--- src/rtl/acs_pkg.sv ---
package acs_pkg;

  localparam int DEF_MAX_NODES   = 64;
  localparam int DEF_WEIGHT_BITS = 16;

  localparam logic [1:0] REQ_PHER = 2'd0;
  localparam logic [1:0] REQ_NODE = 2'd1;
  localparam logic [1:0] REQ_MOVE = 2'd2;

  localparam logic CFG_ALPHA = 1'b0;
  localparam logic CFG_BETA  = 1'b1;

  typedef struct packed {
    logic load;       // input request accepted this cycle
    logic issue;      // push node index into the weight pipe
    logic scan;       // second pass: look for the selected node
    logic mul_start;  // latch total, clear accumulator
    logic mul_step;   // one bit of value * total
  } acs_cmd_t;

  typedef struct packed {
    logic       acc_zero;
    logic       found;
    logic [5:0] next_node;
  } acs_status_t;

  // 256*log2(x), Mitchell approximation, x > 0
  function automatic logic [11:0] acs_log2(input logic [15:0] x);
    logic [3:0]  m;
    logic [15:0] n;
    m = 4'd0;
    for (int i = 0; i < 16; i++) begin
      if (x[i]) m = 4'(i);
    end
    n = x << (4'd15 - m);
    return {m, n[14:7]};
  endfunction

endpackage

--- src/rtl/acs_in_if.sv ---
interface acs_in_if;
  logic        valid;
  logic        ready;
  logic [1:0]  req_type;
  logic [5:0]  from_node;
  logic [5:0]  to_node;
  logic [15:0] value;
  logic        in_search;

  modport source(output valid, req_type, from_node, to_node, value, in_search, input ready);
  modport sink(input valid, req_type, from_node, to_node, value, in_search, output ready);
endinterface

--- src/rtl/acs_out_if.sv ---
interface acs_out_if;
  logic       valid;
  logic       ready;
  logic [5:0] next_node;
  logic       found;

  modport source(output valid, next_node, found, input ready);
  modport sink(input valid, next_node, found, output ready);
endinterface

--- src/rtl/acs_ctrl.sv ---
module acs_ctrl #(
  parameter int MAX_NODES = 64,
  parameter int IDX_W     = $clog2(MAX_NODES)
) (
  input  logic                 clk,
  input  logic                 rst_n,
  acs_in_if.sink               in_chan,
  acs_out_if.source            out_chan,
  input  acs_pkg::acs_status_t st,
  output acs_pkg::acs_cmd_t    cmd,
  output logic [IDX_W-1:0]     issue_idx
);
  import acs_pkg::*;

  localparam logic [2:0] S_IDLE   = 3'd0;
  localparam logic [2:0] S_SUM    = 3'd1;
  localparam logic [2:0] S_SDRAIN = 3'd2;
  localparam logic [2:0] S_MUL    = 3'd3;
  localparam logic [2:0] S_SCAN   = 3'd4;
  localparam logic [2:0] S_XDRAIN = 3'd5;
  localparam logic [2:0] S_OUT    = 3'd6;

  localparam logic [IDX_W-1:0] LAST = IDX_W'(MAX_NODES - 1);

  logic [2:0]       state_r, state_nxt;
  logic [IDX_W-1:0] j_r, j_nxt;
  logic [3:0]       cnt_r, cnt_nxt;
  logic             ov_r, ov_nxt, of_r, of_nxt;
  logic [5:0]       on_r, on_nxt;
  logic             out_free, accept, is_move;

  assign out_free      = !ov_r || out_chan.ready;
  assign in_chan.ready = (state_r == S_IDLE) && out_free;
  assign accept        = in_chan.valid && in_chan.ready;
  assign is_move       = (in_chan.req_type == REQ_MOVE) && (32'(in_chan.from_node) < MAX_NODES);
  assign issue_idx     = j_r;

  assign out_chan.valid     = ov_r;
  assign out_chan.next_node = on_r;
  assign out_chan.found     = of_r;

  always_comb begin
    state_nxt = state_r;
    j_nxt     = j_r;
    cnt_nxt   = cnt_r;
    ov_nxt    = ov_r && !out_chan.ready;
    of_nxt    = of_r;
    on_nxt    = on_r;
    cmd       = '0;
    case (state_r)
      S_IDLE: begin
        if (accept) begin
          cmd.load = 1'b1;
          j_nxt    = '0;
          if (is_move) begin
            state_nxt = S_SUM;
          end else begin
            ov_nxt = 1'b1;
            of_nxt = 1'b0;
            on_nxt = 6'd0;
          end
        end
      end
      S_SUM, S_SCAN: begin
        cmd.issue = 1'b1;
        cmd.scan  = (state_r == S_SCAN);
        j_nxt     = j_r + 1'b1;
        cnt_nxt   = 4'd0;
        if (j_r == LAST) state_nxt = (state_r == S_SUM) ? S_SDRAIN : S_XDRAIN;
      end
      S_SDRAIN: begin
        cnt_nxt = cnt_r + 4'd1;
        // pipe holds three stages; the check waits until the sum is final
        if (cnt_r == 4'd3) begin
          cnt_nxt = 4'd0;
          if (st.acc_zero) begin
            state_nxt = S_OUT;
          end else begin
            cmd.mul_start = 1'b1;
            state_nxt     = S_MUL;
          end
        end
      end
      S_MUL: begin
        cmd.mul_step = 1'b1;
        cnt_nxt      = cnt_r + 4'd1;
        if (cnt_r == 4'd15) begin
          j_nxt     = '0;
          state_nxt = S_SCAN;
        end
      end
      S_XDRAIN: begin
        cmd.scan = 1'b1;
        cnt_nxt  = cnt_r + 4'd1;
        if (cnt_r == 4'd3) state_nxt = S_OUT;
      end
      S_OUT: begin
        if (out_free) begin
          ov_nxt    = 1'b1;
          of_nxt    = st.found;
          on_nxt    = st.next_node;
          state_nxt = S_IDLE;
        end
      end
      default: state_nxt = S_IDLE;
    endcase
  end

  always_ff @(posedge clk) begin
    if (!rst_n) begin
      state_r <= S_IDLE;
      ov_r    <= 1'b0;
      j_r     <= '0;
      cnt_r   <= 4'd0;
    end else begin
      state_r <= state_nxt;
      ov_r    <= ov_nxt;
      j_r     <= j_nxt;
      cnt_r   <= cnt_nxt;
    end
  end

  always_ff @(posedge clk) begin
    of_r <= of_nxt;
    on_r <= on_nxt;
  end

endmodule

--- src/flat_wrapper.sv ---
// flat-port wrapper written by rule: the top's interface ports become plain ports
module acs_ctrl_flat import acs_pkg::*;
#(
  parameter int MAX_NODES = 64,
  parameter int IDX_W     = $clog2(MAX_NODES)
)
  (clk, rst_n, st, cmd, issue_idx, in_chan_valid, in_chan_req_type, in_chan_from_node, in_chan_to_node, in_chan_value, in_chan_in_search, in_chan_ready, out_chan_valid, out_chan_next_node, out_chan_found, out_chan_ready);
  acs_in_if in_chan_i ();
  acs_out_if out_chan_i ();
  input  logic clk;
  input  logic rst_n;
  input  acs_pkg::acs_status_t st;
  output acs_pkg::acs_cmd_t cmd;
  output logic [IDX_W-1:0] issue_idx;
  input wire logic [$bits(in_chan_i.valid)-1:0] in_chan_valid;
  input wire logic [$bits(in_chan_i.req_type)-1:0] in_chan_req_type;
  input wire logic [$bits(in_chan_i.from_node)-1:0] in_chan_from_node;
  input wire logic [$bits(in_chan_i.to_node)-1:0] in_chan_to_node;
  input wire logic [$bits(in_chan_i.value)-1:0] in_chan_value;
  input wire logic [$bits(in_chan_i.in_search)-1:0] in_chan_in_search;
  output wire logic [$bits(in_chan_i.ready)-1:0] in_chan_ready;
  output wire logic [$bits(out_chan_i.valid)-1:0] out_chan_valid;
  output wire logic [$bits(out_chan_i.next_node)-1:0] out_chan_next_node;
  output wire logic [$bits(out_chan_i.found)-1:0] out_chan_found;
  input wire logic [$bits(out_chan_i.ready)-1:0] out_chan_ready;
  assign in_chan_i.valid = in_chan_valid;
  assign in_chan_i.req_type = in_chan_req_type;
  assign in_chan_i.from_node = in_chan_from_node;
  assign in_chan_i.to_node = in_chan_to_node;
  assign in_chan_i.value = in_chan_value;
  assign in_chan_i.in_search = in_chan_in_search;
  assign in_chan_ready = in_chan_i.ready;
  assign out_chan_valid = out_chan_i.valid;
  assign out_chan_next_node = out_chan_i.next_node;
  assign out_chan_found = out_chan_i.found;
  assign out_chan_i.ready = out_chan_ready;
  acs_ctrl #(.MAX_NODES(MAX_NODES), .IDX_W(IDX_W)) u_core (.clk(clk), .rst_n(rst_n), .in_chan(in_chan_i), .out_chan(out_chan_i), .st(st), .cmd(cmd), .issue_idx(issue_idx));
endmodule
--- config.mk ---
export PLATFORM = sky130hd
export DESIGN_NAME = acs_ctrl_flat
export DESIGN_NICKNAME = d
export VERILOG_FILES = /design/src/rtl/acs_pkg.sv /design/src/rtl/acs_in_if.sv /design/src/rtl/acs_out_if.sv /design/src/rtl/acs_ctrl.sv /design/src/flat_wrapper.sv
export SDC_FILE = /design/constraint.sdc
export NUM_CORES = 1
export LEC_CHECK = 0
export BUFFER_PORTS_ARGS = -buffer_cell sky130_fd_sc_hd__buf_4
export CORE_ASPECT_RATIO = 1.1
export CORE_MARGIN = 5
export CORE_UTILIZATION = 45
export CTS_CLUSTER_DIAMETER = 30
export DETAILED_ROUTE_END_ITERATION = 6
export HOLD_SLACK_MARGIN = 0.08
export PLACE_DENSITY = 0.93
export SLEW_MARGIN = 20
export SYNTH_ARGS = -nofsm -noshare
export SYNTH_HDL_FRONTEND = slang
export SYNTH_SLANG_ARGS = --single-unit
--- constraint.sdc ---
create_clock -name clk -period 4.8 [get_ports clk]
set_input_delay 0.48 -clock clk [delete_from_list [all_inputs] [get_ports clk]]
set_output_delay 0.48 -clock clk [all_outputs]
set_load 0.05 [all_outputs]
==> results of run 1 <==
layout make-up:
type / count / area [um2] / area share (%)
multi-input combinational: 98 / 602 / 42.5
sequential: 21 / 490 / 34.6
timing repair buffer: 33 / 248 / 17.5
tap: 31 / 38.8 / 2.74
clock buffer: 4 / 26.3 / 1.86
inverter: 3 / 11.3 / 0.795
kinds of logic after synthesis:
kind of cell / synth area share, %
AOI/OAI and AO/OA: 19.7
xor gates and xnor gates: 2.32
adders and majority gates: 2.20
buffers and inverters: 3.75
DFF: 43.2
muxes: 0.882
and+or+nand+nor: 27.9
through the flow:
| stage | power, mW | worst slack, ns | cells | util, % | instance area (um2) |
|---|---|---|---|---|---|
| detailed placement | 0.305 | 2.75 | 186 | 56.8 | 1390 |
| global placement | 0.301 | 2.80 | 186 | 56.8 | 1390 |
| global route | 0.405 | 2.30 | 190 | 57.8 | 1420 |
| finish | 0.384 | 2.38 | 190 | 57.8 | 1420 |
| floorplan | 0.273 | 1.85 | 127 | - | 1130 |
| CTS | 0.387 | 2.39 | 190 | 57.8 | 1420 |
final timing paths:
check	end	slack, ns	depth (start not counted)
worst min-delay path	u_core.out_chan.next_node[5]	0.45	2
worst max-delay path	cmd[1]	2.38	4
worst max register to register	u_core.state_r[0]	2.77	5
worst min register to register	u_core.issue_idx[4]	0.51	1
per-layer routing:
layer,vias to the layer above,GRT usage (%)
met3,10,4.34
li1,521,-
met1,489,17.5
met5,-,0
met2,55,26.3
met4,0,8.70
where the power goes:
part	leakage [nW]	switching, mW	internal [mW]
logic	0.388	0.0652	0.0349
registers	0.182	0.00828	0.192
clock network	0.0150	0.0515	0.0323
total	0.585	0.125	0.259
sequential cells by signal, summed over array words and instances, names as in the netlist:
register	count
u_core.cnt_r	4
u_core.issue_idx	6
u_core.out_chan.found	1
u_core.out_chan.next_node	6
u_core.out_chan.valid	1
u_core.state_r	3
worst max-delay path: cells and delay by family, from the launching register on:
family	cells	cell delay [ns]
buf+inv	1	0.27
flops	1	0.39
fa+ha+maj	1	0.23
simple gates	2	0.75
cells in the final DEF, fill, tap and decap left out, types with 2 or more instances in the layout:
cell type / n
nand2b_1: 3
nor2b_1: 2
nand3_1: 5
nand4_1: 3
a21oi_1: 12
nand2_1: 8
xor2_1: 2
o211ai_1: 3
and3_1: 2
buf_4: 33
o21ai_0: 6
dfxtp_1: 14
a21o_1: 2
edfxtp_1: 7
a211oi_1: 2
clkbuf_4: 3
and2_1: 8
inv_1: 2
ha_1: 2
nor2_1: 17
==> metrics.txt, run 1 <==
Vias=1075; reg2reg start=u_core.state_r[1]; fin crit period=2.42 ns; CTS Hold Bufs=0; worst hold slack=0.454 ns; GRT Overall Usage=15.7%; gpl congestion=0.821; Max IR drop VDD=0.215 mV; initial antenna violation count=0; Min-Delay Path Class=in2reg; Initial Utilization=46.3%; Mapped Area=1130 um2; crit path DAT=1.94 ns; Worst Setup End Kind=output pin; #FFs+latches synth=21; detailed-route wire length on metal 1=1010 um; FILL cells=222; top cells by count, synth=nor2_1, dfxtp_1, a21oi_1; Slew HR=59.2%; H-tree levels=1; # DRC=0; Tcrit/Tclk final=50.4%; largest net degree at the start of global routing=20; Synth top area share=24.7%; Met2 Wirelength=1320 um; Ports=63; setup TNS=0 ns; max frequency=0.413 GHz; cell with the most instances after synthesis=nor2_1; Layout Nets=205; RSZ-0062 raised after global routing=false; HPWL Detailed=2100 um; worst path cell trace=ha_1, or3b_4, nor4_1, buf_4; Post-CTS Setup Inserts=0; Routed met3 length=268 um; CTS Buffer Depth=2; Die Y=62.7 um; Post-Synthesis Net Count=172; Area contributors post-synth=dfxtp_1, edfxtp_1, nor2_1, a21oi_1, and2_1; yosys warns=0; Synth Instances=127; Setup crit start=u_core.cnt_r[0]; Synth cell types=45; setup violators final=0; leakage power=0.585 nW; Worst Tran Pin Value=0.611 ns; Skew-Pair Late Insertion Delay=0.30 ns; maxcap violations=0; outcome=completed; Overflow after GRT=0; slowest stage delay, CP=0.43 ns; CTS Buf Count=3; number of global-route vias before repair=1122; first-pass detailed-route iteration total=4; core box area=2450 um2; Via density=5.66; Mean Syn Cell Area=8.94 um2; Seq/Total Area, Yosys=43.2%; commonest register cell after synthesis=dfxtp_1; Iter 0 DRT Violations=43; Buffers on Ports=33; worst hold start=st[5]; Worst-path clk slew=0.12 ns; final WL=2670 um; Syn-to-layout area delta=24.8%; WP data required=4.32 ns; DR top layer=met4; wire per inst=14.1 um; crit-path max FO=4; Yosys top cell by area=dfxtp_1; Diodes inserted=0; Slowest-stage cell, CP=or3b_4; Async S/R FF share, synth=0%; CTS resizes=0; Fin. Hold Viols=0; Final Max Slew Viols=0; worst clock skew=0.00461 ns; layout cells sized above 1=27.0%; Root Buffer Master=clkbuf_4; FP Rows=19; PD cells=271 nW/um2; TritonCTS clock tree=done; Die Width=57.9 um; # clock sinks=21; CP Launch Type=flop; number of flops mapped to enable cells by yosys=7; DIE AREA=3630 um2; DRT antenna net count=0; first-pass GRT wire length=4600 um; WS Path Type=reg2out
No activity file was read; power rests on OpenSTA's default activity.
==> inputs of run 2 (changes only) <==
ABC_AREA = 1   (was unset)
CORE_UTILIZATION = 40   (was 45)
PLACE_DENSITY = 0.87   (was 0.93)
clock period = 2.22 ns   (was 4.8 ns; I/O delays follow)
==> run 2 against run 1 <==
Effect of this change:
- first-iteration DRC count decreased by 9.3%
- clock power increased by 120%
- via count increased by 6.1%
- global-route usage decreased by 3.0 points
- sequential share of layout area decreased by 2.9 points
- final area increased by 9.1%
- sequential power increased to 3.0 times the previous value
- synthesized cell count increased by 28%
- routed wire length decreased by 3.7%
- power increased to 5.1 times the previous value
- setup slack got worse by 1.9 ns
- core utilization decreased by 6.3 points
- largest cell class unchanged
==> metrics.txt, run 2 <==
H-tree levels=1; Post-Synthesis Net Count=208; GRT Overall Usage=12.7%; Initial Utilization=40.8%; final WL=2570 um; most used routing layer=met2; CTS Buffer Depth=2; met1 Usage GRT=13.7%; gpl congestion=0.864; HPWL Detailed=2060 um; Async S/R FF share, synth=0%; post-route cell area=1550 um2; DRT antenna net count=0; Tcrit/Tclk final=80.6%; Layout Cells excl Fill=234; # clock sinks=21; Post-CTS Setup Inserts=0; setup violators final=0; maxcap violations=0; met2 Use GR=24.0%; crit-path max FO=5; Mean Syn Cell Area=7.49 um2; Fin. Hold Viols=0; CTS Buf Count=3; Min-Delay Path Class=in2reg; commonest register cell after synthesis=dfxtp_1; post-synthesis xor/xnor area fraction=0.717%; Die Width=62.7 um; Yosys top cell by area=dfxtp_1; DIE AREA=4260 um2; WS Path Type=reg2out; CP Launch Type=flop; Diodes inserted=0; Worst Setup End Kind=output pin; Buffers on Ports=33; Synth top area share=23.0%; Root Buffer Master=clkbuf_4; Worst-path clk slew=0.12 ns; crit path DAT=1.57 ns; number of flops mapped to enable cells by yosys=7; Vias=1141; leakage power=0.740 nW; yosys warns=0; combinational family with the most area after synthesis=simple AND/OR/NAND/NOR gates; CTS Hold Bufs=0; PD cells=1260 nW/um2; Placed Cells=230; Area contributors post-synth=dfxtp_1, edfxtp_1, nand2_1, nor2_1, inv_1; initial antenna violation count=0; post-synthesis mux area share=0%; cell with the most instances after synthesis=nand2_1; Skew-Pair Late Insertion Delay=0.31 ns; Ports=63; worst clock skew=0.00486 ns; number of global-route vias before repair=1054; core box area=3000 um2; WP data required=2.00 ns; DP Area=1520 um2; layout cells sized above 1=32.0%; post-layout util=51.6%; TritonCTS clock tree=done; CTS resizes=0; FP Rows=21; Slew HR=71.6%; largest net degree at the start of global routing=13; Max IR drop VDD=0.959 mV; setup TNS=0 ns; wire per inst=11.0 um; first-pass detailed-route iteration total=4; # DRC=0; met3 usage=3.12%; Via density=4.88; Mapped Area=1220 um2; Syn-to-layout area delta=26.5%; RSZ-0062 raised after global routing=false; first-pass GRT wire length=4430 um; Worst Tran Pin Value=0.425 ns; Layout Nets=246; Synth Instances=163; outcome=completed; Iter 0 DRT Violations=39; Synth Area in Compound Gates=8.81%; post-synthesis simple-gate area fraction=40.9%; fin crit period=1.79 ns; Overflow after GRT=0; Synth cell types=30; top cells by count, synth=nand2_1, nor2_1, inv_1; most common cell after layout, fill and taps aside=nand2_1; worst hold slack=0.169 ns; #FFs+latches synth=21; adder-cell share of the synthesized area=2.05%; r2r setup slk=0.57 ns; Final Max Slew Viols=0; Seq/Total Area, Yosys=40.2%; most frequent cells in the layout=nand2_1, buf_4, nor2_1, inv_1, dfxtp_1; Die Y=68.0 um; max frequency=0.559 GHz
run 2: changes by cell type in the layout (fill, tap and decap cells not counted), sizes merged, moves of 3 or more:
cell and delta:
nand2 +40, inv +18, nor2 +10, and2 -8, nand3 +8, nand2b -3
o211ai -3, o21ai -3
run 2: power by group:
group | internal (mW) | switching (mW)
Sequential | 0.517 | 0.0763
Combinational | 0.351 | 0.815
Clock | 0.0672 | 0.121
run 2: final timing paths:
path / start / endpoint / cells past startpoint
setup / recovery: u_core.state_r[1] / cmd[1] / 5
hold / removal: rst_n / u_core.state_r[1] / 3
setup reg to reg: u_core.state_r[0] / u_core.out_chan.next_node[3] / 6
hold reg to reg: u_core.issue_idx[3] / u_core.issue_idx[3] / 2
run 2: area by class of cell:
cell class              count  area [um2]
clock inverters             1        5.00
multi-input cells         119         647
well taps                  34        42.5
clock buffers               3        22.5
flip-flops and latches     21         490
inverters                  22        82.6
fillers                   295        1450
repair buffers             34         255
run 2: cell families after synthesis:
family	Yosys count
XOR/XNOR	1
flip-flops	21
AO/OA/AOI/OAI	18
AND/OR/NAND/NOR	98
buffers and inverters	23
adder cells (fa/ha/maj)	2
run 2: metrics by stage:
stage | worst slack [ns] | power (mW)
global route | 0.258 | 2.09
detailed placement | 0.586 | 1.78
CTS | 0.419 | 1.97
global placement | 0.617 | 1.76
floorplan | 0.0852 | 1.48
finish | 0.430 | 1.95
run 2: routing by layer:
layer / share of wire [%] / vias up
li1: - / 595
met1: 42 / 501
met2: 50 / 39
met3: 5.9 / 6
met4: 1.6 / 0
met5: 0 / -
run 2: worst max-delay path, stage by stage, from the launching register on:
cell	delay [ns]
dfxtp_1	0.47
inv_2	0.09
nor2_1	0.19
nand2_1	0.11
nor3_1	0.16
buf_4	0.23
